**config.mk**
```make
export PLATFORM = sky130hd
export DESIGN_NAME = seven_bit_escape_decoder_checksum_flat
export DESIGN_NICKNAME = d
export VERILOG_FILES = /design/src/hw/rtl/sbed_pkg.sv /design/src/hw/rtl/sbed_in_if.sv /design/src/hw/rtl/sbed_out_if.sv /design/src/hw/rtl/seven_bit_escape_decoder_checksum.sv /design/src/hw/rtl/sbed_core.sv /design/src/flat_wrapper.sv
export VERILOG_INCLUDE_DIRS = /design/src /design/src/hw/rtl
export SDC_FILE = /design/constraint.sdc
export NUM_CORES = 1
export LEC_CHECK = 0
export BUFFER_PORTS_ARGS = -buffer_cell sky130_fd_sc_hd__buf_4
export CAP_MARGIN = 15
export CORE_UTILIZATION = 35
export CTS_CLUSTER_DIAMETER = 30
export DETAILED_ROUTE_END_ITERATION = 7
export PLACE_DENSITY_LB_ADDON = 0.3
export SYNTH_ARGS = -nofsm -noshare
export SYNTH_HDL_FRONTEND = slang
export SYNTH_SLANG_ARGS = --single-unit
```
**constraint.sdc**
```tcl
create_clock -name clk_i -period 5.3 [get_ports clk_i]
set_input_delay 1.325 -clock clk_i [delete_from_list [all_inputs] [get_ports clk_i]]
set_output_delay 1.325 -clock clk_i [all_outputs]
set_load 0.01 [all_outputs]
```
**src/hw/rtl/seven_bit_escape_decoder_checksum_defines.svh**
```systemverilog
// assertion helpers used by the rtl
`ifndef SEVEN_BIT_ESCAPE_DECODER_CHECKSUM_DEFINES_SVH
`define SEVEN_BIT_ESCAPE_DECODER_CHECKSUM_DEFINES_SVH

// same-cycle implication, sampled on clk_i, off during reset
`define SBED_ASSERT_NOW(lbl, ante, cons) \
  lbl: assert property (@(posedge clk_i) disable iff (!rst_ni) (ante) |-> (cons)) \
    else $error("sbed same-cycle check failed");

// next-cycle implication, sampled on clk_i, off during reset
`define SBED_ASSERT_NEXT(lbl, ante, cons) \
  lbl: assert property (@(posedge clk_i) disable iff (!rst_ni) (ante) |=> (cons)) \
    else $error("sbed next-cycle check failed");

`endif

```
**src/hw/rtl/sbed_pkg.sv**
```systemverilog
`timescale 1ns / 1ps
package sbed_pkg;

  typedef enum logic [1:0] {
    ST_RUN      = 2'd0,
    ST_MATCH    = 2'd1,
    ST_MISMATCH = 2'd2,
    ST_CORRUPT  = 2'd3
  } status_e;

  // 7-bit character codes
  localparam logic [6:0] CHAR_CR        = 7'h0d;
  localparam logic [6:0] CHAR_SPACE     = 7'o040;
  localparam logic [6:0] PREFIX_FIRST   = 7'o172;
  localparam logic [6:0] PREFIX_TRAILER = 7'o176;
  localparam logic [6:0] PREFIX_BAD     = 7'o177;

  // escape prefix codes, 1..5 stand for 0172..0176
  localparam logic [2:0] ESC_NONE = 3'd0;
  localparam logic [2:0] ESC_172  = 3'd1;
  localparam logic [2:0] ESC_173  = 3'd2;
  localparam logic [2:0] ESC_174  = 3'd3;
  localparam logic [2:0] ESC_175  = 3'd4;
  localparam logic [2:0] ESC_176  = 3'd5;

  // trailer position codes
  localparam logic [2:0] TRL_IDLE   = 3'd0;
  localparam logic [2:0] TRL_DIGIT1 = 3'd1;
  localparam logic [2:0] TRL_CR     = 3'd5;

  localparam logic [15:0] CSUM_INIT = 16'hffff;

  typedef struct packed {
    logic       opcode;
    logic [7:0] rx_byte;
  } item_t;

  typedef struct packed {
    logic       data_valid;
    logic [7:0] data_byte;
    status_e    status;
  } res_t;

  typedef struct packed {
    logic       ok;
    logic [3:0] val;
  } hex_t;

  function automatic logic [7:0] esc_offset(input logic [2:0] esc);
    logic [7:0] off;
    unique case (esc)
      ESC_172: off = 8'o300;  // minus 0100
      ESC_173: off = 8'o100;
      ESC_174: off = 8'o100;
      ESC_175: off = 8'o200;
      ESC_176: off = 8'o300;
      default: off = 8'o000;
    endcase
    return off;
  endfunction

  function automatic hex_t hex_decode(input logic [6:0] ch);
    hex_t h;
    h = '{ok: 1'b0, val: 4'd0};
    if (ch >= 7'h30 && ch <= 7'h39) begin
      h = '{ok: 1'b1, val: ch[3:0]};
    end else if ((ch >= 7'h41 && ch <= 7'h46) || (ch >= 7'h61 && ch <= 7'h66)) begin
      h = '{ok: 1'b1, val: 4'(ch[2:0] + 3'd1) + 4'd8};
    end
    return h;
  endfunction

endpackage

```
**src/hw/rtl/sbed_in_if.sv**
```systemverilog
`timescale 1ns / 1ps
interface sbed_in_if;
  logic       valid;
  logic       ready;
  logic       opcode;
  logic [7:0] rx_byte;

  modport source (output valid, output opcode, output rx_byte, input ready);
  modport sink (input valid, input opcode, input rx_byte, output ready);
endinterface

```
**src/hw/rtl/sbed_out_if.sv**
```systemverilog
`timescale 1ns / 1ps
interface sbed_out_if;
  logic       valid;
  logic       ready;
  logic       data_valid;
  logic [7:0] data_byte;
  logic [1:0] status;

  modport source (output valid, output data_valid, output data_byte, output status,
                  input ready);
  modport sink (input valid, input data_valid, input data_byte, input status,
                output ready);
endinterface

```
**src/hw/rtl/seven_bit_escape_decoder_checksum.sv**
```systemverilog
`timescale 1ns / 1ps
// seven-bit escape decoder with file checksum
// in_i carries one received character per word: opcode 1 starts a new file
// (decoder and checksum back to their start values), opcode 0 is a byte off
// the line whose bit 7 is ignored
// out_o gives exactly one word per input word: a decoded file byte with
// data_valid set, or an empty word whose status tells running (0), trailer
// checksum match (1), mismatch (2) or a corrupt stream (3)
// after a final status the decoder drops bytes until the next start word
// a word sits in the input register first, then the decode and checksum
// update feed the result register
// throughput is one word per cycle while out_o does not stall, set by the single decode step between
// the input register and the result register
// a stall on out_o holds the result register, the input register then
// fills and ready on in_i drops once both are full
// reset empties both registers and sets the checksum to 0xffff
module seven_bit_escape_decoder_checksum import sbed_pkg::*; (
  input logic         clk_i,
  input logic         rst_ni,
  sbed_in_if.sink     in_i,
  sbed_out_if.source  out_o
);

`include "seven_bit_escape_decoder_checksum_defines.svh"

  // input register
  logic  s1_valid_q;
  item_t s1_item_q;

  // result register
  logic  out_valid_q;
  res_t  out_res_q;

  res_t  core_res;
  logic  out_free;   // result register can take a new word this cycle
  logic  step;       // word moves from input register through the decoder
  logic  in_take;

  assign out_free  = !out_valid_q || out_o.ready;
  assign step      = s1_valid_q && out_free;
  assign in_i.ready = !s1_valid_q || out_free;
  assign in_take   = in_i.valid && in_i.ready;

  // decoder state only moves when a word actually steps into the result register
  sbed_core u_core (
    .clk_i  (clk_i),
    .rst_ni (rst_ni),
    .step_i (step),
    .item_i (s1_item_q),
    .res_o  (core_res)
  );

  always_ff @(posedge clk_i or negedge rst_ni) begin
    if (!rst_ni) begin
      s1_valid_q <= 1'b0;
    end else if (in_take) begin
      s1_valid_q <= 1'b1;
    end else if (step) begin
      s1_valid_q <= 1'b0;
    end
  end

  always_ff @(posedge clk_i) begin
    if (in_take) begin
      s1_item_q <= '{opcode: in_i.opcode, rx_byte: in_i.rx_byte};
    end
  end

  always_ff @(posedge clk_i or negedge rst_ni) begin
    if (!rst_ni) begin
      out_valid_q <= 1'b0;
    end else if (step) begin
      out_valid_q <= 1'b1;
    end else if (out_o.ready) begin
      out_valid_q <= 1'b0;
    end
  end

  always_ff @(posedge clk_i) begin
    if (step) begin
      out_res_q <= core_res;
    end
  end

  assign out_o.valid      = out_valid_q;
  assign out_o.data_valid = out_res_q.data_valid;
  assign out_o.data_byte  = out_res_q.data_byte;
  assign out_o.status     = out_res_q.status;

  // a decoded byte never carries a final status, an empty word has no data
  `SBED_ASSERT_NOW(a_data_running, out_valid_q && out_res_q.data_valid,
    out_res_q.status == ST_RUN)
  `SBED_ASSERT_NOW(a_empty_zero, out_valid_q && !out_res_q.data_valid,
    out_res_q.data_byte == 8'd0)
  // every decode step lands in the result register
  `SBED_ASSERT_NEXT(a_step_lands, step, out_valid_q)
  // a word in the input register is never lost while the output stalls
  `SBED_ASSERT_NEXT(a_s1_holds, s1_valid_q && !out_free, s1_valid_q)

endmodule

```
**src/hw/rtl/sbed_core.sv**
```systemverilog
`timescale 1ns / 1ps
module sbed_core import sbed_pkg::*; (
  input  logic  clk_i,
  input  logic  rst_ni,
  input  logic  step_i,
  input  item_t item_i,
  output res_t  res_o
);

  logic [2:0]  esc_q, esc_d;
  logic [2:0]  trl_q, trl_d;
  logic [15:0] rcv_q, rcv_d;
  logic [15:0] run_q, run_d;
  logic        stop_q, stop_d;

  logic [6:0] ch;
  logic [7:0] dec;
  hex_t       hex;

  assign ch  = item_i.rx_byte[6:0];
  assign dec = {1'b0, ch} + esc_offset(esc_q);
  assign hex = hex_decode(ch);

  always_comb begin
    esc_d  = esc_q;
    trl_d  = trl_q;
    rcv_d  = rcv_q;
    run_d  = run_q;
    stop_d = stop_q;
    res_o  = '{data_valid: 1'b0, data_byte: 8'd0, status: ST_RUN};
    if (item_i.opcode) begin
      esc_d  = ESC_NONE;
      trl_d  = TRL_IDLE;
      rcv_d  = 16'd0;
      run_d  = CSUM_INIT;
      stop_d = 1'b0;
    end else if (!stop_q) begin
      if (trl_q != TRL_IDLE) begin
        if (trl_q != TRL_CR) begin
          if (hex.ok) begin
            rcv_d = {rcv_q[11:0], hex.val};
            trl_d = trl_q + 3'd1;
          end else begin
            stop_d       = 1'b1;
            res_o.status = ST_CORRUPT;
          end
        end else begin
          stop_d = 1'b1;
          priority if (ch != CHAR_CR) begin
            res_o.status = ST_CORRUPT;
          end else if (rcv_q == run_q) begin
            res_o.status = ST_MATCH;
          end else begin
            res_o.status = ST_MISMATCH;
          end
        end
      end else if (ch >= PREFIX_FIRST) begin
        priority if (esc_q != ESC_NONE) begin
          esc_d = ESC_NONE;
          if (ch == PREFIX_TRAILER) begin
            trl_d = TRL_DIGIT1;
            rcv_d = 16'd0;
          end else begin
            stop_d       = 1'b1;
            res_o.status = ST_CORRUPT;
          end
        end else if (ch == PREFIX_BAD) begin
          stop_d       = 1'b1;
          res_o.status = ST_CORRUPT;
        end else begin
          esc_d = ch[2:0] - 3'd1;
        end
      end else if (ch < CHAR_SPACE) begin
        stop_d       = 1'b1;
        res_o.status = ST_CORRUPT;
      end else begin
        esc_d            = ESC_NONE;
        run_d            = {run_q[14:0], run_q[15]} + {8'd0, dec};
        res_o.data_valid = 1'b1;
        res_o.data_byte  = dec;
      end
    end
  end

  always_ff @(posedge clk_i or negedge rst_ni) begin
    if (!rst_ni) begin
      esc_q  <= ESC_NONE;
      trl_q  <= TRL_IDLE;
      rcv_q  <= 16'd0;
      run_q  <= CSUM_INIT;
      stop_q <= 1'b0;
    end else if (step_i) begin
      esc_q  <= esc_d;
      trl_q  <= trl_d;
      rcv_q  <= rcv_d;
      run_q  <= run_d;
      stop_q <= stop_d;
    end
  end

endmodule
```
**src/flat_wrapper.sv**
```systemverilog
// flat-port wrapper written by rule: the top's interface ports become plain ports
module seven_bit_escape_decoder_checksum_flat import sbed_pkg::*;
  (clk_i, rst_ni, in_i_valid, in_i_opcode, in_i_rx_byte, in_i_ready, out_o_valid, out_o_data_valid, out_o_data_byte, out_o_status, out_o_ready);
  sbed_in_if in_i_i ();
  sbed_out_if out_o_i ();
  input logic clk_i;
  input logic rst_ni;
  input wire logic [$bits(in_i_i.valid)-1:0] in_i_valid;
  input wire logic [$bits(in_i_i.opcode)-1:0] in_i_opcode;
  input wire logic [$bits(in_i_i.rx_byte)-1:0] in_i_rx_byte;
  output wire logic [$bits(in_i_i.ready)-1:0] in_i_ready;
  output wire logic [$bits(out_o_i.valid)-1:0] out_o_valid;
  output wire logic [$bits(out_o_i.data_valid)-1:0] out_o_data_valid;
  output wire logic [$bits(out_o_i.data_byte)-1:0] out_o_data_byte;
  output wire logic [$bits(out_o_i.status)-1:0] out_o_status;
  input wire logic [$bits(out_o_i.ready)-1:0] out_o_ready;
  assign in_i_i.valid = in_i_valid;
  assign in_i_i.opcode = in_i_opcode;
  assign in_i_i.rx_byte = in_i_rx_byte;
  assign in_i_ready = in_i_i.ready;
  assign out_o_valid = out_o_i.valid;
  assign out_o_data_valid = out_o_i.data_valid;
  assign out_o_data_byte = out_o_i.data_byte;
  assign out_o_status = out_o_i.status;
  assign out_o_i.ready = out_o_ready;
  seven_bit_escape_decoder_checksum u_core (.clk_i(clk_i), .rst_ni(rst_ni), .in_i(in_i_i), .out_o(out_o_i));
endmodule
```
# ---- Word level (Yosys, flattened, before mapping)
# Index checks and enable logic that the tools add are counted.
dict set report word_totals {
  ff_bits 60
  elab_cells 125
  input_bits 13
}
dict set report classes {
  mux 56
  addsub 6
  order_cmp 8
  eq_ne 18
  reduce_logical 25
}
# operator count
set ops {}
lappend ops {{$mux W16} 13}
lappend ops {{$mux W3} 15}
lappend ops {{$pmux W8 S3} 1}
lappend ops {{$ge A7 B7 Y1 const B} 3}
lappend ops {{$mux W2} 10}
lappend ops {{$add A16 B8 Y16} 1}
lappend ops {{$eq A16 B16 Y1} 1}
lappend ops {{$reduce_bool A3 Y1} 5}
lappend ops {{$eq A7 B7 Y1 const B} 2}
lappend ops {{$le A7 B7 Y1 const B} 2}
lappend ops {{$mux W1} 14}
lappend ops {{$mux W5} 2}
lappend ops {{$reduce_and A5 Y1} 2}
lappend ops {{$mux W9} 1}
lappend ops {{$add A7 B8 Y8} 1}
lappend ops {{$ne A2 B1 Y1 const B} 4}
lappend ops {{$ge A7 B6 Y1 const B} 1}
lappend ops {{$le A7 B6 Y1 const B} 1}
lappend ops {{$lt A7 B6 Y1 const B} 1}
lappend ops {{$ne A7 B4 Y1 const B} 1}
lappend ops {{$reduce_and A7 Y1} 1}
lappend ops {{$eq A3 B2 Y1 const B} 2}
lappend ops {{$eq A3 B3 Y1 const B} 2}
lappend ops {{$ne A3 B2 Y1 const B} 2}
lappend ops {{other kinds (15)} 25}

# ---- Logic depth before layout (Yosys ltp)
# Gate-level depths: netlist of run 1.
dict set report depth {
  word_depth 10
  mapped_depth 10
  ltp_nobuf 10
}

# ---- By module
# A second synthesis of run 1 with hierarchy kept.
dict set report unflattened {
  hier_cells 325
  hier_area_um2 3464.6
}
# module cells_each area_each_um2 instances
set by_module_without_submodules {}
lappend by_module_without_submodules {sbed_core 297 2760.1 1}
lappend by_module_without_submodules {seven_bit_escape_decoder_checksum 28 704.4 1}

# ---- Least setup slack after synthesis of run 1
# No wires, ideal clock.
dict set report synth_timing {
  path_type {in2out}
  start {in out_o_ready}
  end {out in_i_ready}
  arrival_time_ps 1534
  path_slack_ps 2441
  t_required_ps 3975
  cell_stages 1
  path_cell_list {nand3b_1}
}
dict set report synth_via {
  elab_chain_cells 2
}
# item line
set synth_lines {}
lappend synth_lines {{from (decl)} flat_wrapper.sv:16} ;# input wire logic [$bits(out_o_i.ready)-1:0] out_o_ready;
lappend synth_lines {{$logic_or A1 B1 Y1} seven_bit_escape_decoder_checksum.sv:39} ;# assign out_free = !out_valid_q || out_o.ready;
lappend synth_lines {{$logic_or A1 B1 Y1} seven_bit_escape_decoder_checksum.sv:41} ;# assign in_i.ready = !s1_valid_q || out_free;
lappend synth_lines {{to (decl)} flat_wrapper.sv:11} ;# output wire logic [$bits(in_i_i.ready)-1:0] in_i_ready;
# Every way passes these cells.

# ---- Final worst setup path of run 1
# Same ends and word-level chain as after synthesis.

==> results of run 1 <==
==> path summary, 6_finish.rpt <==
path,start,endpoint,slack (ps),cells after the start
min in group asynchronous,rst_ni,u_core.u_core.esc_q[0]$_DFFE_PN0P_,960,1
max in group asynchronous,rst_ni,u_core.u_core.run_q[0]$_DFFE_PN1P_,3960,1
min reg2reg,u_core.s1_valid_q$_DFFE_PN0P_,u_core.out_o.valid$_DFFE_PN0P_,500,1
min,u_core.s1_valid_q$_DFFE_PN0P_,u_core.out_o.valid$_DFFE_PN0P_,500,1
max reg2reg,u_core.s1_item_q[0]$_DFFE_PP_,u_core.u_core.run_q[6]$_DFFE_PN1P_,2740,8
max,out_o_ready,in_i_ready,2190,3
==> synthesized netlist by cell type (3+ instances only) <==
library cell	count
sky130_fd_sc_hd__nand2b_1	7
sky130_fd_sc_hd__clkbuf_1	7
sky130_fd_sc_hd__o2111ai_1	3
sky130_fd_sc_hd__xnor2_1	20
sky130_fd_sc_hd__xor2_1	13
sky130_fd_sc_hd__nor2_1	25
sky130_fd_sc_hd__o21ai_0	7
sky130_fd_sc_hd__a21o_1	4
sky130_fd_sc_hd__edfxtp_1	19
sky130_fd_sc_hd__inv_1	10
sky130_fd_sc_hd__o211ai_1	4
sky130_fd_sc_hd__nor4_1	8
sky130_fd_sc_hd__dfstp_2	16
sky130_fd_sc_hd__dfrtp_1	25
sky130_fd_sc_hd__mux2_2	4
sky130_fd_sc_hd__and2_1	11
sky130_fd_sc_hd__nand3_1	4
sky130_fd_sc_hd__ha_1	16
sky130_fd_sc_hd__nand2_1	9
sky130_fd_sc_hd__a22o_1	16
sky130_fd_sc_hd__nand4_1	7
sky130_fd_sc_hd__a31oi_1	6
sky130_fd_sc_hd__a21oi_1	18
==> state kept, by name, summed over array words and instances (netlist names) <==
name / cells
u_core.u_core.trl_q: 3
u_core.out_o.valid: 1
u_core.u_core.run_q: 16
u_core.s1_item_q: 8
u_core.out_o.data_byte: 8
u_core.u_core.rcv_q: 16
u_core.u_core.stop_q: 1
u_core.out_o.data_valid: 1
u_core.out_o.status: 2
u_core.s1_valid_q: 1
u_core.u_core.esc_q: 3
==> layout make-up <==
| cell class | instances | area share, % |
|---|---|---|
| clock buffers | 12 | 4.75 |
| clock inverters | 4 | 1.27 |
| inverters | 11 | 1.05 |
| multi-input cells | 224 | 43.0 |
| flip-flops and latches | 60 | 40.9 |
| well taps | 129 | 4.09 |
| repair buffers | 26 | 4.94 |
==> kinds of logic (layout without fill, tap and decap cells) <==
group | after synthesis | after routing | share of synthesized area, %
adder cells (fa/ha/maj) | 17 | 17 | 6.45
XOR/XNOR | 33 | 33 | 8.47
flip-flops | 60 | 60 | 47.4
AO/OA/AOI/OAI | 78 | 78 | 18.1
buffers and inverters | 22 | 53 | 2.93
multiplexers | 6 | 6 | 1.91
AND/OR/NAND/NOR | 90 | 90 | 14.8
==> per-layer routing <==
layer  global-route usage, %  up-vias  routed length [um]
li1                        -     1187                   -
met1                    20.9     1179                3520
met2                    25.7       33                3540
met3                    5.06        6                 206
met4                    4.12        0                  72
met5                       0        -                   0
==> metrics by stage <==
| stage | area, um2 | hold WS [ps] |
|---|---|---|
| after floorplan | 3410 | 449 |
| after global placement | 3710 | 466 |
| after detailed placement | 3710 | 491 |
| after CTS | 3950 | 511 |
| after global routing | 3950 | 542 |
| final | 3950 | 500 |
==> critical path, cell delays in order <==
cell                       delay, ps
sky130_fd_sc_hd__buf_4           110
sky130_fd_sc_hd__nand3b_1        180
sky130_fd_sc_hd__buf_4           170
==> power breakdown <==
group / internal [mW] / total (mW) / leakage [nW] / switching, mW
sequential: 0.609 / 0.724 / 0.693 / 0.114
combinational: 0.297 / 0.653 / 0.763 / 0.357
clock: 0.287 / 0.483 / 0.123 / 0.196
total: 1.19 / 1.86 / 1.58 / 0.667
==> run summary, run 1 <==
26 I/O pins were placed. In the layout the commonest cells are sky130_fd_sc_hd__buf_4, sky130_fd_sc_hd__nor2_1, sky130_fd_sc_hd__dfrtp_1, sky130_fd_sc_hd__xnor2_1, sky130_fd_sc_hd__edfxtp_1. The die height was 101 um. After clock tree synthesis, the flow added hold-fix buffers numbering 0. The number of max-capacitance violations reported was 0. For the pin with the worst max-slew slack, the measured transition is 841 ps. The number of H-tree levels is 3.

On the final layout, the worst clock skew is 7.18 ps. The path class of the lowest-slack min-delay path was flip-flop to flip-flop. The core area is 9330 um2.

Count of flip-flops with a built-in enable after synthesis: 19. For the largest voltage drop on the vdd net, the log shows 0.000189 V. The HPWL after detailed placement is 5170 um. Gate count after technology mapping: 306. The first global-routing pass estimated 12300 um of wire. The cell taking the most area after synthesis was sky130_fd_sc_hd__dfrtp_1. The routed wirelength normalized by instance count came out at 15.8 um. Counting flops and latches in the post-synthesis netlist gives 60. Leaving out fill and tap cells, the most frequent cell in the layout is sky130_fd_sc_hd__buf_4. The clock net in this run drives a total of 60 sinks. The tools report the endpoint type of the worst setup path as an output port.

Of all nets on the critical path, the largest fanout is 3. The clock insertion delay at the later pin of the skew report was 350 ps; the count of placed standard cells in the final layout, fillers left out was 466. TritonCTS created 9 clock buffers. Among all flip-flop cells after synthesis, the most frequent one is sky130_fd_sc_hd__dfrtp_1. The routed design has 7350 um of wire. Post-layout net count: 362.

In the final layout, the multi-input gates occupy 1700 um2. The proportion of synthesized chip area in sequential cells was 47.4%; the iteration-0 DRC count of the detailed router was 121. After synthesis, the cell types taking the most area are sky130_fd_sc_hd__dfrtp_1, sky130_fd_sc_hd__edfxtp_1, sky130_fd_sc_hd__dfstp_2, sky130_fd_sc_hd__ha_1, sky130_fd_sc_hd__xnor2_1. The site row count was 35; the maximum number of pins on one net before global-route repair was 42. The synthesis-to-finish area growth is 15.7%, and the area of the mapped netlist is 3410 um2. The power density of the placed cells was 471 nW/um2; the number of setup violations in the final report was 0.

The run gives 0 as the post-cts sizing count. Classification of the worst setup path: primary input to output port. Final critical-path setup slack: 2190 ps.

After detailed routing, the number of vias per cell comes to 5.16. The share of the cycle needed by the critical path after routing is 58.7%. Clock tree root buffer cell: sky130_fd_sc_hd__clkbuf_8. The clock transition at the registers of the reported paths is 70 ps. The via count of the first global-routing pass is 2441, and the number of iterations in the first detailed-routing pass is 4. Setup repair after global routing left no endpoint under its margin. The run gives 0 ps as the total negative slack. At the end of routability-driven placement, the weighted congestion stood at 0.830. The final-report hold violation count is 0, and the number of buffers on the longest clock path is 2.

The synthesized design devotes to its leading area cell type 18.3% of total area. The net count after synthesis is 336, and the core utilization of the finished layout is 42.3%. The chip width is 101 um, and the fraction of registers with async set/reset is 68.3%. The post-detailed-route DRC marker count was 0. Post-CTS timing repair inserted 0 buffers for setup. At the worst endpoint, the required time is 3970 ps. The detailed-route via count came out at 2405.

The average size of a mapped cell was 11.2 um2. 0 antenna diodes ended up in the layout. Global routing used 16.0% of the available tracks.

The floorplan step defined a die boundary enclosing 10200 um2. The count of input and output buffers came out at 24. Worst-case headroom to the max-slew limit: 43.4%.

The total overflow left after global routing is 0. For this run, the top clock speed supported by timing is 321 MHz. The worst setup path is launched from a primary input. The synthesized netlist contains 58 unique library cells. The layout cell share with drive strength beyond 1 came out at 21.7%. The run gives 1620 um2 as the area taken by flip-flops and latches. The worst endpoint data arrival time is 1790 ps.

The total design power came out at 1.86 mW. The minimum period implied by the final worst setup slack was 3110 ps. The initial standard-cell utilization of the core was 36.6%; the post-placement setup slack was 2200 ps. The number of fillers in the final layout was 897; the number of antenna-violating nets in the routed design was 0. The flow ran to the end, and the final reports show no timing, DRC or antenna violations. For this design the static power due to leakage is 1.58 nW. The tools report the number of pins exceeding their max-slew limit in the final report as 0. TritonCTS built the clock tree.

Number of warnings reported in the yosys synthesis log: 0. The initial antenna violation count is 0. After detailed placement, the design holds a cell count of 450.
No activity file was read; power rests on OpenSTA's default activity.
==> run 2: changes to the inputs <==
Settings changed: ABC_AREA set to 1.
Clock period 5.3 ns to 2.6 ns, I/O delays scaled along.
==> run summary, run 2 <==
The run finished with clean final reports. Yosys instantiated no cell more often than sky130_fd_sc_hd__nand2_1. The tools report the site row count as 36 (was 35). Setup repair after global routing left no endpoint under its margin. The clock transition at the registers of the reported paths came out at 70 ps (about the same). The initial antenna violation count was 0 (unchanged). The path class of the lowest-slack min-delay path is primary input to async pin (was flip-flop to flip-flop). The first element of the critical path was u_core.u_core.esc_q[1]$_DFFE_PN0P_ (was out_o_ready). The count of input and output buffers was 24 (unchanged).

The logs give 0.000264 V (was 0.000189 V) for the largest voltage drop on the vdd net and 214 (was 121) for the iteration-0 DRC count of the detailed router. Count of state elements after synthesis: 60 (unchanged). The endpoint type of the worst setup path is a flip-flop (was an output port).

The worst-margin pin slew was 529 ps (was 841 ps); the initial standard-cell utilization of the core was 36.7% (was 36.6%). Static timing analysis puts the maximum clock frequency at 431 MHz. The number of cells on the worst reg-to-reg path works out to 14 (was 8). Via density per instance: 4.85 (was 5.16). The tools report the met2 usage as 25.4% (was 25.7%).

Commonest non-fill, non-tap cell in the layout: sky130_fd_sc_hd__nand2_1 (was sky130_fd_sc_hd__buf_4). Chip width: 104 um (was 101 um). Cell at the slowest stage of the critical path: sky130_fd_sc_hd__dfrtp_1 (was sky130_fd_sc_hd__nand3b_1). The number of max-capacitance violations reported was 0 (unchanged); the gate count after technology mapping was 450 (was 306). Most frequent cells after synthesis: sky130_fd_sc_hd__nand2_1, sky130_fd_sc_hd__inv_1, sky130_fd_sc_hd__nor2_1 (was sky130_fd_sc_hd__dfrtp_1, sky130_fd_sc_hd__nor2_1, sky130_fd_sc_hd__xnor2_1). The busiest layer in global routing is met2 (unchanged). For the worst endpoint data arrival time, the log shows 2600 ps (was 1790 ps). Post-CTS repair timing setup buffer count: 0 (unchanged). The number of warnings reported in the yosys synthesis log was 0 (unchanged). The minimum period implied by the final worst setup slack was 2320 ps.

The fraction of registers with async set/reset is 68.3% (unchanged). The largest driver fanout on the critical path is 4 (was 3), and the first-pass GRT wire length is 13700 um (was 12300 um). The start of the worst register-to-register path is u_core.u_core.esc_q[1]$_DFFE_PN0P_ (was u_core.s1_item_q[0]$_DFFE_PP_).

For the worst endpoint required time, the log shows 2880 ps (was 3970 ps). The tools report the via count of the first global-routing pass as 2953 (was 2441). The most common cell type on the critical path is sky130_fd_sc_hd__inv_1 (was sky130_fd_sc_hd__buf_4). The tools report the last element of the critical path as u_core.u_core.run_q[13]$_DFFE_PN1P_ (was in_i_ready). The number of antenna-violating nets in the routed design was 0 (unchanged). Registers with the most flip-flops: u_core.u_core.rcv_q (16), u_core.u_core.run_q (16) (unchanged).

The static leakage was 2.06 nW (was 1.58 nW); the post-layout net count was 515 (was 362). Classification of the worst setup path: flip-flop to flip-flop (was primary input to output port). The share of the cycle needed by the critical path after routing was 89.3%; the routed wirelength normalized by instance count was 13.0 um (was 15.8 um). The number of buffers on the longest clock path was 2 (unchanged); the post-synthesis cell type count was 36 (was 58). The number of pins exceeding their max-slew limit in the final report is 0 (unchanged), and the area of the mapped netlist is 3630 um2 (was 3410 um2). The post-detailed-route DRC marker count was 0 (unchanged). TritonCTS built the clock tree. For the detailed placement HPWL, the log shows 6300 um (was 5170 um). The most frequently used flop master after synthesis is sky130_fd_sc_hd__dfrtp_1 (unchanged).

The number of iterations in the first detailed-routing pass came out at 5 (was 4). The met3 track demand over resource in global routing is 2.76% (was 5.06%), and the global placement routability congestion is 0.860 (was 0.830). The die height was 104 um (was 101 um); the total negative slack was 0 ps (unchanged).

Largest cells by area after synthesis: sky130_fd_sc_hd__dfrtp_1, sky130_fd_sc_hd__edfxtp_1, sky130_fd_sc_hd__nand2_1, sky130_fd_sc_hd__dfstp_2, sky130_fd_sc_hd__inv_1 (was sky130_fd_sc_hd__dfrtp_1, sky130_fd_sc_hd__edfxtp_1, sky130_fd_sc_hd__dfstp_2, sky130_fd_sc_hd__ha_1, sky130_fd_sc_hd__xnor2_1). The logs give 10.1 ps (was 7.18 ps) for the final worst clock skew and 350 ps (about the same) for the clock insertion delay at the later pin of the skew report. The synthesis-to-finish area growth is 14.4% (was 15.7%), and the area fraction of the dominant cell type after synthesis is 17.2% (was 18.3%). The detailed-route via count was 3023 (was 2405).

Top library cells by usage in the layout, fill and taps aside: sky130_fd_sc_hd__nand2_1, sky130_fd_sc_hd__inv_1, sky130_fd_sc_hd__nor2_1, sky130_fd_sc_hd__nand3_1, sky130_fd_sc_hd__buf_4 (was sky130_fd_sc_hd__buf_4, sky130_fd_sc_hd__nor2_1, sky130_fd_sc_hd__dfrtp_1, sky130_fd_sc_hd__xnor2_1, sky130_fd_sc_hd__edfxtp_1). The run gives 0 (unchanged) as the number of inserted diodes. The end of the worst register-to-register path was u_core.u_core.run_q[13]$_DFFE_PN1P_ (was u_core.u_core.run_q[6]$_DFFE_PN1P_). The critical path's largest stage delay was 410 ps (was 180 ps). The total design power came out at 4.01 mW (was 1.86 mW). The average size of a mapped cell was 8.07 um2 (was 11.2 um2); the met1 track utilization from global routing was 21.2% (was 20.9%).

The proportion of synthesized chip area in sequential cells is 44.5% (was 47.4%). The kind of start point of the critical path is a flip-flop (was a primary input). The run gives 9910 um2 (was 9330 um2) as the core area. The die area was 10800 um2 (was 10200 um2). The tools report the total routing resource utilization after global routing as 16.2% (was 16.0%). The tools report the remaining global-route overflow as 0 (unchanged). The tools report the clock tree root buffer cell as sky130_fd_sc_hd__clkbuf_8 (unchanged). The logs give 8080 um (was 7350 um) for the final wirelength and 42 (unchanged) for the maximum number of pins on one net before global-route repair. Power density of the placed cells: 966 nW/um2 (was 471 nW/um2).

The net count after synthesis was 480 (was 336). The tools report the number of H-tree levels as 3 (unchanged). The I/O pin count was 26 (unchanged); the layout cell share with drive strength beyond 1 was 15.7% (was 21.7%).

The number of setup violations in the final report came out at 0 (unchanged). Sink count of the clock tree: 60 (unchanged). The run gives 9 (unchanged) as the total CTS buffers. Worst-path cell chain: nor2_1 > a21oi_1 > ha_1 > xor2_1 > inv_1 > ha_4 > nand2_1 > inv_1 > a21boi_1 > or2_2 > nand3_1 > nand3_1 > nand2_1 > inv_1 (was buf_4 > nand3b_1 > buf_4). Cell taking the most area after synthesis: sky130_fd_sc_hd__dfrtp_1 (unchanged).

The worst-case headroom to the max-slew limit is 64.7% (was 43.4%), and the setup slack of the worst register-to-register path is 280 ps (was 2740 ps). Count of flip-flops with a built-in enable after synthesis: 19 (unchanged). The final-report hold violation count is 0 (unchanged).
[run 2: cell types whose count changed in the layout (fill, tap and decap cells not counted), moves of 9 or more]
cell,before,now
sky130_fd_sc_hd__inv_1,10,57
sky130_fd_sc_hd__nand2_1,9,140
sky130_fd_sc_hd__nand3_1,4,33
sky130_fd_sc_hd__a22o_1,16,0
sky130_fd_sc_hd__and2_1,11,2
sky130_fd_sc_hd__nor2_1,25,35
[run 2: layout make-up]
cell class | instances | area, um2
fillers | 1030 | 5750
multi-input cells | 323 | 1750
flip-flops and latches | 60 | 1620
repair buffers | 30 | 238
inverters | 61 | 229
well taps | 133 | 166
clock buffers | 13 | 139
clock inverters | 3 | 17.5
[run 2: how the worst min path moves through the flow]
stage                                        startpoint  slack, ps                                   to
floorplan                                        rst_ni        350       u_core.out_o.valid$_DFFE_PN0P_
global placement    u_core.u_core.rcv_q[15]$_DFFE_PN0P_        490  u_core.u_core.rcv_q[15]$_DFFE_PN0P_
detailed placement  u_core.u_core.rcv_q[14]$_DFFE_PN0P_        490  u_core.u_core.rcv_q[14]$_DFFE_PN0P_
CTS                                              rst_ni        290   u_core.u_core.rcv_q[3]$_DFFE_PN0P_
global route                                     rst_ni        330   u_core.u_core.rcv_q[4]$_DFFE_PN0P_
finish                                           rst_ni        280   u_core.u_core.rcv_q[3]$_DFFE_PN0P_
[run 2: per-stage QoR]
step                hold slack (ps)  setup WS [ps]  cell area [um2]  std cells  util, %
floorplan                       354            432             3630        450        -
detailed placement              486            148             3990        607     40.2
global route                    329           77.5             4160        623     41.9
finish                          283            279             4160        623     41.9
CTS                             293            120             4140        623     41.8
global placement                487            177             3990        607     40.2
[run 2: repair_timing]
action / CTS / global route
resized for setup: 0 / 3
hold buffers: 0 / 0
setup endpoints to repair: 0 / 4
[run 2: power breakdown]
| part | internal, mW | switching (mW) |
|---|---|---|
| Combinational | 0.753 | 1.07 |
| Clock | 0.343 | 0.350 |
| Sequential | 1.28 | 0.225 |
[run 2: metal layers]
| metal | up-vias | wire length, um |
|---|---|---|
| met5 | - | 0 |
| li1 | 1516 | - |
| met2 | 61 | 3690 |
| met3 | 15 | 261 |
| met1 | 1431 | 3900 |
| met4 | 0 | 223 |
[run 2: worst max-delay path: cells and delay by family, from the launching register on]
kind                       cells  cell delay, ps
adders and majority gates      2             510
buffers and inverters          3             230
xor gates and xnor gates       1             190
AOI/OAI and AO/OA              2             140
DFF                            1             410
and+or+nand+nor                6             780
[run 2: cell families (layout without fill, tap and decap cells)]
logic type               after synthesis  after routing  synth area share (%)
adder cells (fa/ha/maj)               17             17                  6.06
buffers and inverters                 67            107                  7.65
AND/OR/NAND/NOR                      241            241                  29.0
flip-flops                            60             60                  44.5
AO/OA/AOI/OAI                         39             39                  6.55
XOR/XNOR                              26             26                  6.27
==> run 3: changes to the inputs <==
Settings changed: RECOVER_POWER set to 25.
==> run summary, run 3 (same netlist as run 2, synthesis figures left out) <==
The chip width was 104 um (unchanged). The core area was 9910 um2 (unchanged); the total negative slack was 0 ps (unchanged). The logs give 0.000264 V (about the same) for the largest voltage drop on the vdd net and 0 (unchanged) for the number of setup violations in the final report.

Clock insertion delay at the later pin of the skew report: 350 ps (about the same). The remaining global-route overflow came out at 0 (unchanged). The path class of the lowest-slack min-delay path is primary input to async pin (unchanged). Power density of the placed cells: 966 nW/um2 (about the same).

The die area came out at 10800 um2 (unchanged). Static leakage: 2.06 nW (about the same). The worst endpoint data arrival time was 2600 ps (about the same).

The via density per instance was 4.85 (about the same). Sink count of the clock tree: 60 (unchanged). The cell at the slowest stage of the critical path is sky130_fd_sc_hd__dfrtp_1 (unchanged). The tools report the final-report hold violation count as 0 (unchanged). Registers with the most flip-flops: u_core.u_core.rcv_q (16), u_core.u_core.run_q (16) (unchanged).

The maximum number of pins on one net before global-route repair is 42 (unchanged), and the via count of the first global-routing pass is 2953 (unchanged). For the number of antenna-violating nets in the routed design, the log shows 0 (unchanged). The global placement routability congestion came out at 0.860 (unchanged). The number of iterations in the first detailed-routing pass came out at 5 (unchanged).

The most common cell type on the critical path was sky130_fd_sc_hd__inv_1 (unchanged). For the number of max-capacitance violations reported, the log shows 0 (unchanged). The critical path's largest stage delay works out to 410 ps (about the same).

The die height works out to 104 um (unchanged). Largest delay contributor family on the critical path: simple AND/OR/NAND/NOR gates (unchanged). The tools report the initial standard-cell utilization of the core as 36.7% (unchanged).

The synthesis-to-finish area growth is 14.4% (about the same), and the largest driver fanout on the critical path is 4 (unchanged). The post-CTS repair timing setup buffer count is 0 (unchanged). For the post-detailed-route DRC marker count, the log shows 0 (unchanged). The tools report the switching power as 1.64 mW (about the same).

The tools report the power share of the combinational group as 45.3% (about the same). For the final wirelength, the log shows 8080 um (about the same). For the detailed-route via count, the log shows 3021 (was 3023). The run gives 515 (unchanged) as the post-layout net count. The tools report the last element of the critical path as u_core.u_core.run_q[13]$_DFFE_PN1P_ (unchanged). The kind of start point of the critical path is a flip-flop (unchanged). The run gives 16.2% (unchanged) as the total routing resource utilization after global routing.

The number of inserted diodes is 0 (unchanged), and the switching fraction of total power is 40.9% (about the same). The setup slack of the worst register-to-register path is 280 ps (about the same). The endpoint type of the worst setup path was a flip-flop (unchanged). The number of cells on the worst reg-to-reg path is 14 (unchanged), and the minimum period implied by the final worst setup slack is 2320 ps (about the same). The flow ran to the end, and the final reports show no timing, DRC or antenna violations. The tools report the first element of the critical path as u_core.u_core.esc_q[1]$_DFFE_PN0P_ (unchanged).

The run gives 1030 (unchanged) as the number of fillers in the final layout. The end of the worst register-to-register path is u_core.u_core.run_q[13]$_DFFE_PN1P_ (unchanged). The tools report the worst-case headroom to the max-slew limit as 30.4% (was 64.7%).

Routed wirelength normalized by instance count: 13.0 um (about the same). The tools report the first-pass GRT wire length as 13700 um (unchanged). Share of the cycle needed by the critical path after routing: 89.3% (about the same).

The tools report the worst endpoint required time as 2880 ps (about the same). Count of input and output buffers: 24 (unchanged). The run gives 0 (unchanged) as the number of pins exceeding their max-slew limit in the final report. The start of the worst register-to-register path was u_core.u_core.esc_q[1]$_DFFE_PN0P_ (unchanged). The number of H-tree levels was 3 (unchanged); the detailed placement HPWL was 6300 um (unchanged). Worst-margin pin slew: 1040 ps (was 529 ps).

The classification of the worst setup path was flip-flop to flip-flop (unchanged). Worst-path cell chain: nor2_1 > a21oi_1 > ha_1 > xor2_1 > inv_1 > ha_4 > nand2_1 > inv_1 > a21boi_1 > or2_2 > nand3_1 > nand3_1 > nand2_1 > inv_1 (unchanged). The tools report the post-route standard cell area excluding fillers as 4150 um2 (was 4160 um2).

Top library cells by usage in the layout, fill and taps aside: sky130_fd_sc_hd__nand2_1, sky130_fd_sc_hd__inv_1, sky130_fd_sc_hd__nor2_1, sky130_fd_sc_hd__nand3_1, sky130_fd_sc_hd__dfrtp_1 (was sky130_fd_sc_hd__nand2_1, sky130_fd_sc_hd__inv_1, sky130_fd_sc_hd__nor2_1, sky130_fd_sc_hd__nand3_1, sky130_fd_sc_hd__buf_4). The run gives 26 (unchanged) as the I/O pin count. For the total placed instance area, the log shows 3990 um2 (unchanged). The clock tree root buffer cell was sky130_fd_sc_hd__clkbuf_8 (unchanged). The commonest non-fill, non-tap cell in the layout is sky130_fd_sc_hd__nand2_1 (unchanged).

The design internal power came out at 2.37 mW (about the same). The final worst clock skew was 10.3 ps (was 10.1 ps); the maximum frequency from static timing analysis was 431 MHz (about the same). The tools report the initial antenna violation count as 0 (unchanged).

The logs give 2 (unchanged) for the number of buffers on the longest clock path and 17.3% (about the same) for the fraction of power consumed by the clock network. The number of stages on the worst setup path works out to 14 (unchanged). The total CTS buffers was 9 (unchanged); the number of buffer and inverter stages on the critical path was 3 (unchanged). Layout cell share with drive strength beyond 1: 15.7% (unchanged). TritonCTS built the clock tree.

For the part of the total power dissipated in sequential elements, the log shows 37.4% (about the same). The clock transition at the registers of the reported paths is 70 ps (about the same), and the iteration-0 DRC count of the detailed router is 202 (was 214). For the site row count, the log shows 36 (unchanged). Setup repair after global routing left no endpoint under its margin.
==> run 3: per-stage QoR <==
step           hold slack (ps)  std cells  setup WS [ps]  util [%]  power (mW)
3_5_place_dp               486        607            148      40.2        3.29
2_1_floorplan              354        450            432         -        2.80
6_report                   477        623            279      41.9        4.01
5_1_grt                    482        623           77.5      41.9        4.33
4_1_cts                    293        623            120      41.8        4.00
3_3_place_gp               487        607            177      40.2        3.26
==> run 3: repair_timing <==
action | 4_1_cts | 5_1_grt
endpoints found under the hold margin | 0 | 0
endpoints found under the setup margin | 0 | 4
gates resized for setup | 0 | 3
hold buffers | 0 | 0
==> run 3: area by class of cell <==
type / count / area, um2 / area share [%]
Clock buffer: 13 / 139 / 3.34
Timing Repair Buffer: 30 / 235 / 5.66
Sequential cell: 60 / 1620 / 38.9
Clock inverter: 3 / 17.5 / 0.422
Multi-Input combinational cell: 323 / 1750 / 42.1
Tap cell: 133 / 166 / 4.01
Inverter: 61 / 229 / 5.51
==> run 3: metal layers <==
layer	vias up	part of all wire [%]	track usage (%)
met5	-	0	0
met4	0	2.9	9.18
met3	17	3.1	2.76
met2	60	45	25.4
met1	1427	49	21.2
li1	1517	-	-
==> run 3: worst min path at each step <==
stage,start,endpoint,slack [ps]
floorplan,rst_ni,u_core.out_o.valid$_DFFE_PN0P_,350
global placement,u_core.u_core.rcv_q[15]$_DFFE_PN0P_,u_core.u_core.rcv_q[15]$_DFFE_PN0P_,490
detailed placement,u_core.u_core.rcv_q[14]$_DFFE_PN0P_,u_core.u_core.rcv_q[14]$_DFFE_PN0P_,490
CTS,rst_ni,u_core.u_core.rcv_q[3]$_DFFE_PN0P_,290
global route,in_i_rx_byte[3],u_core.s1_item_q[3]$_DFFE_PP_,480
finish,rst_ni,u_core.u_core.rcv_q[3]$_DFFE_PN0P_,480
==> run 3: power groups by stage <==
stage          Combinational [mW]  Clock (mW)  Sequential, mW
2_1_floorplan                1.35           0            1.45
3_3_place_gp                 1.76           0            1.51
3_5_place_dp                 1.78           0            1.51
4_1_cts                      1.79       0.719            1.49
5_1_grt                      2.05       0.747            1.53
6_report                     1.82       0.694            1.50
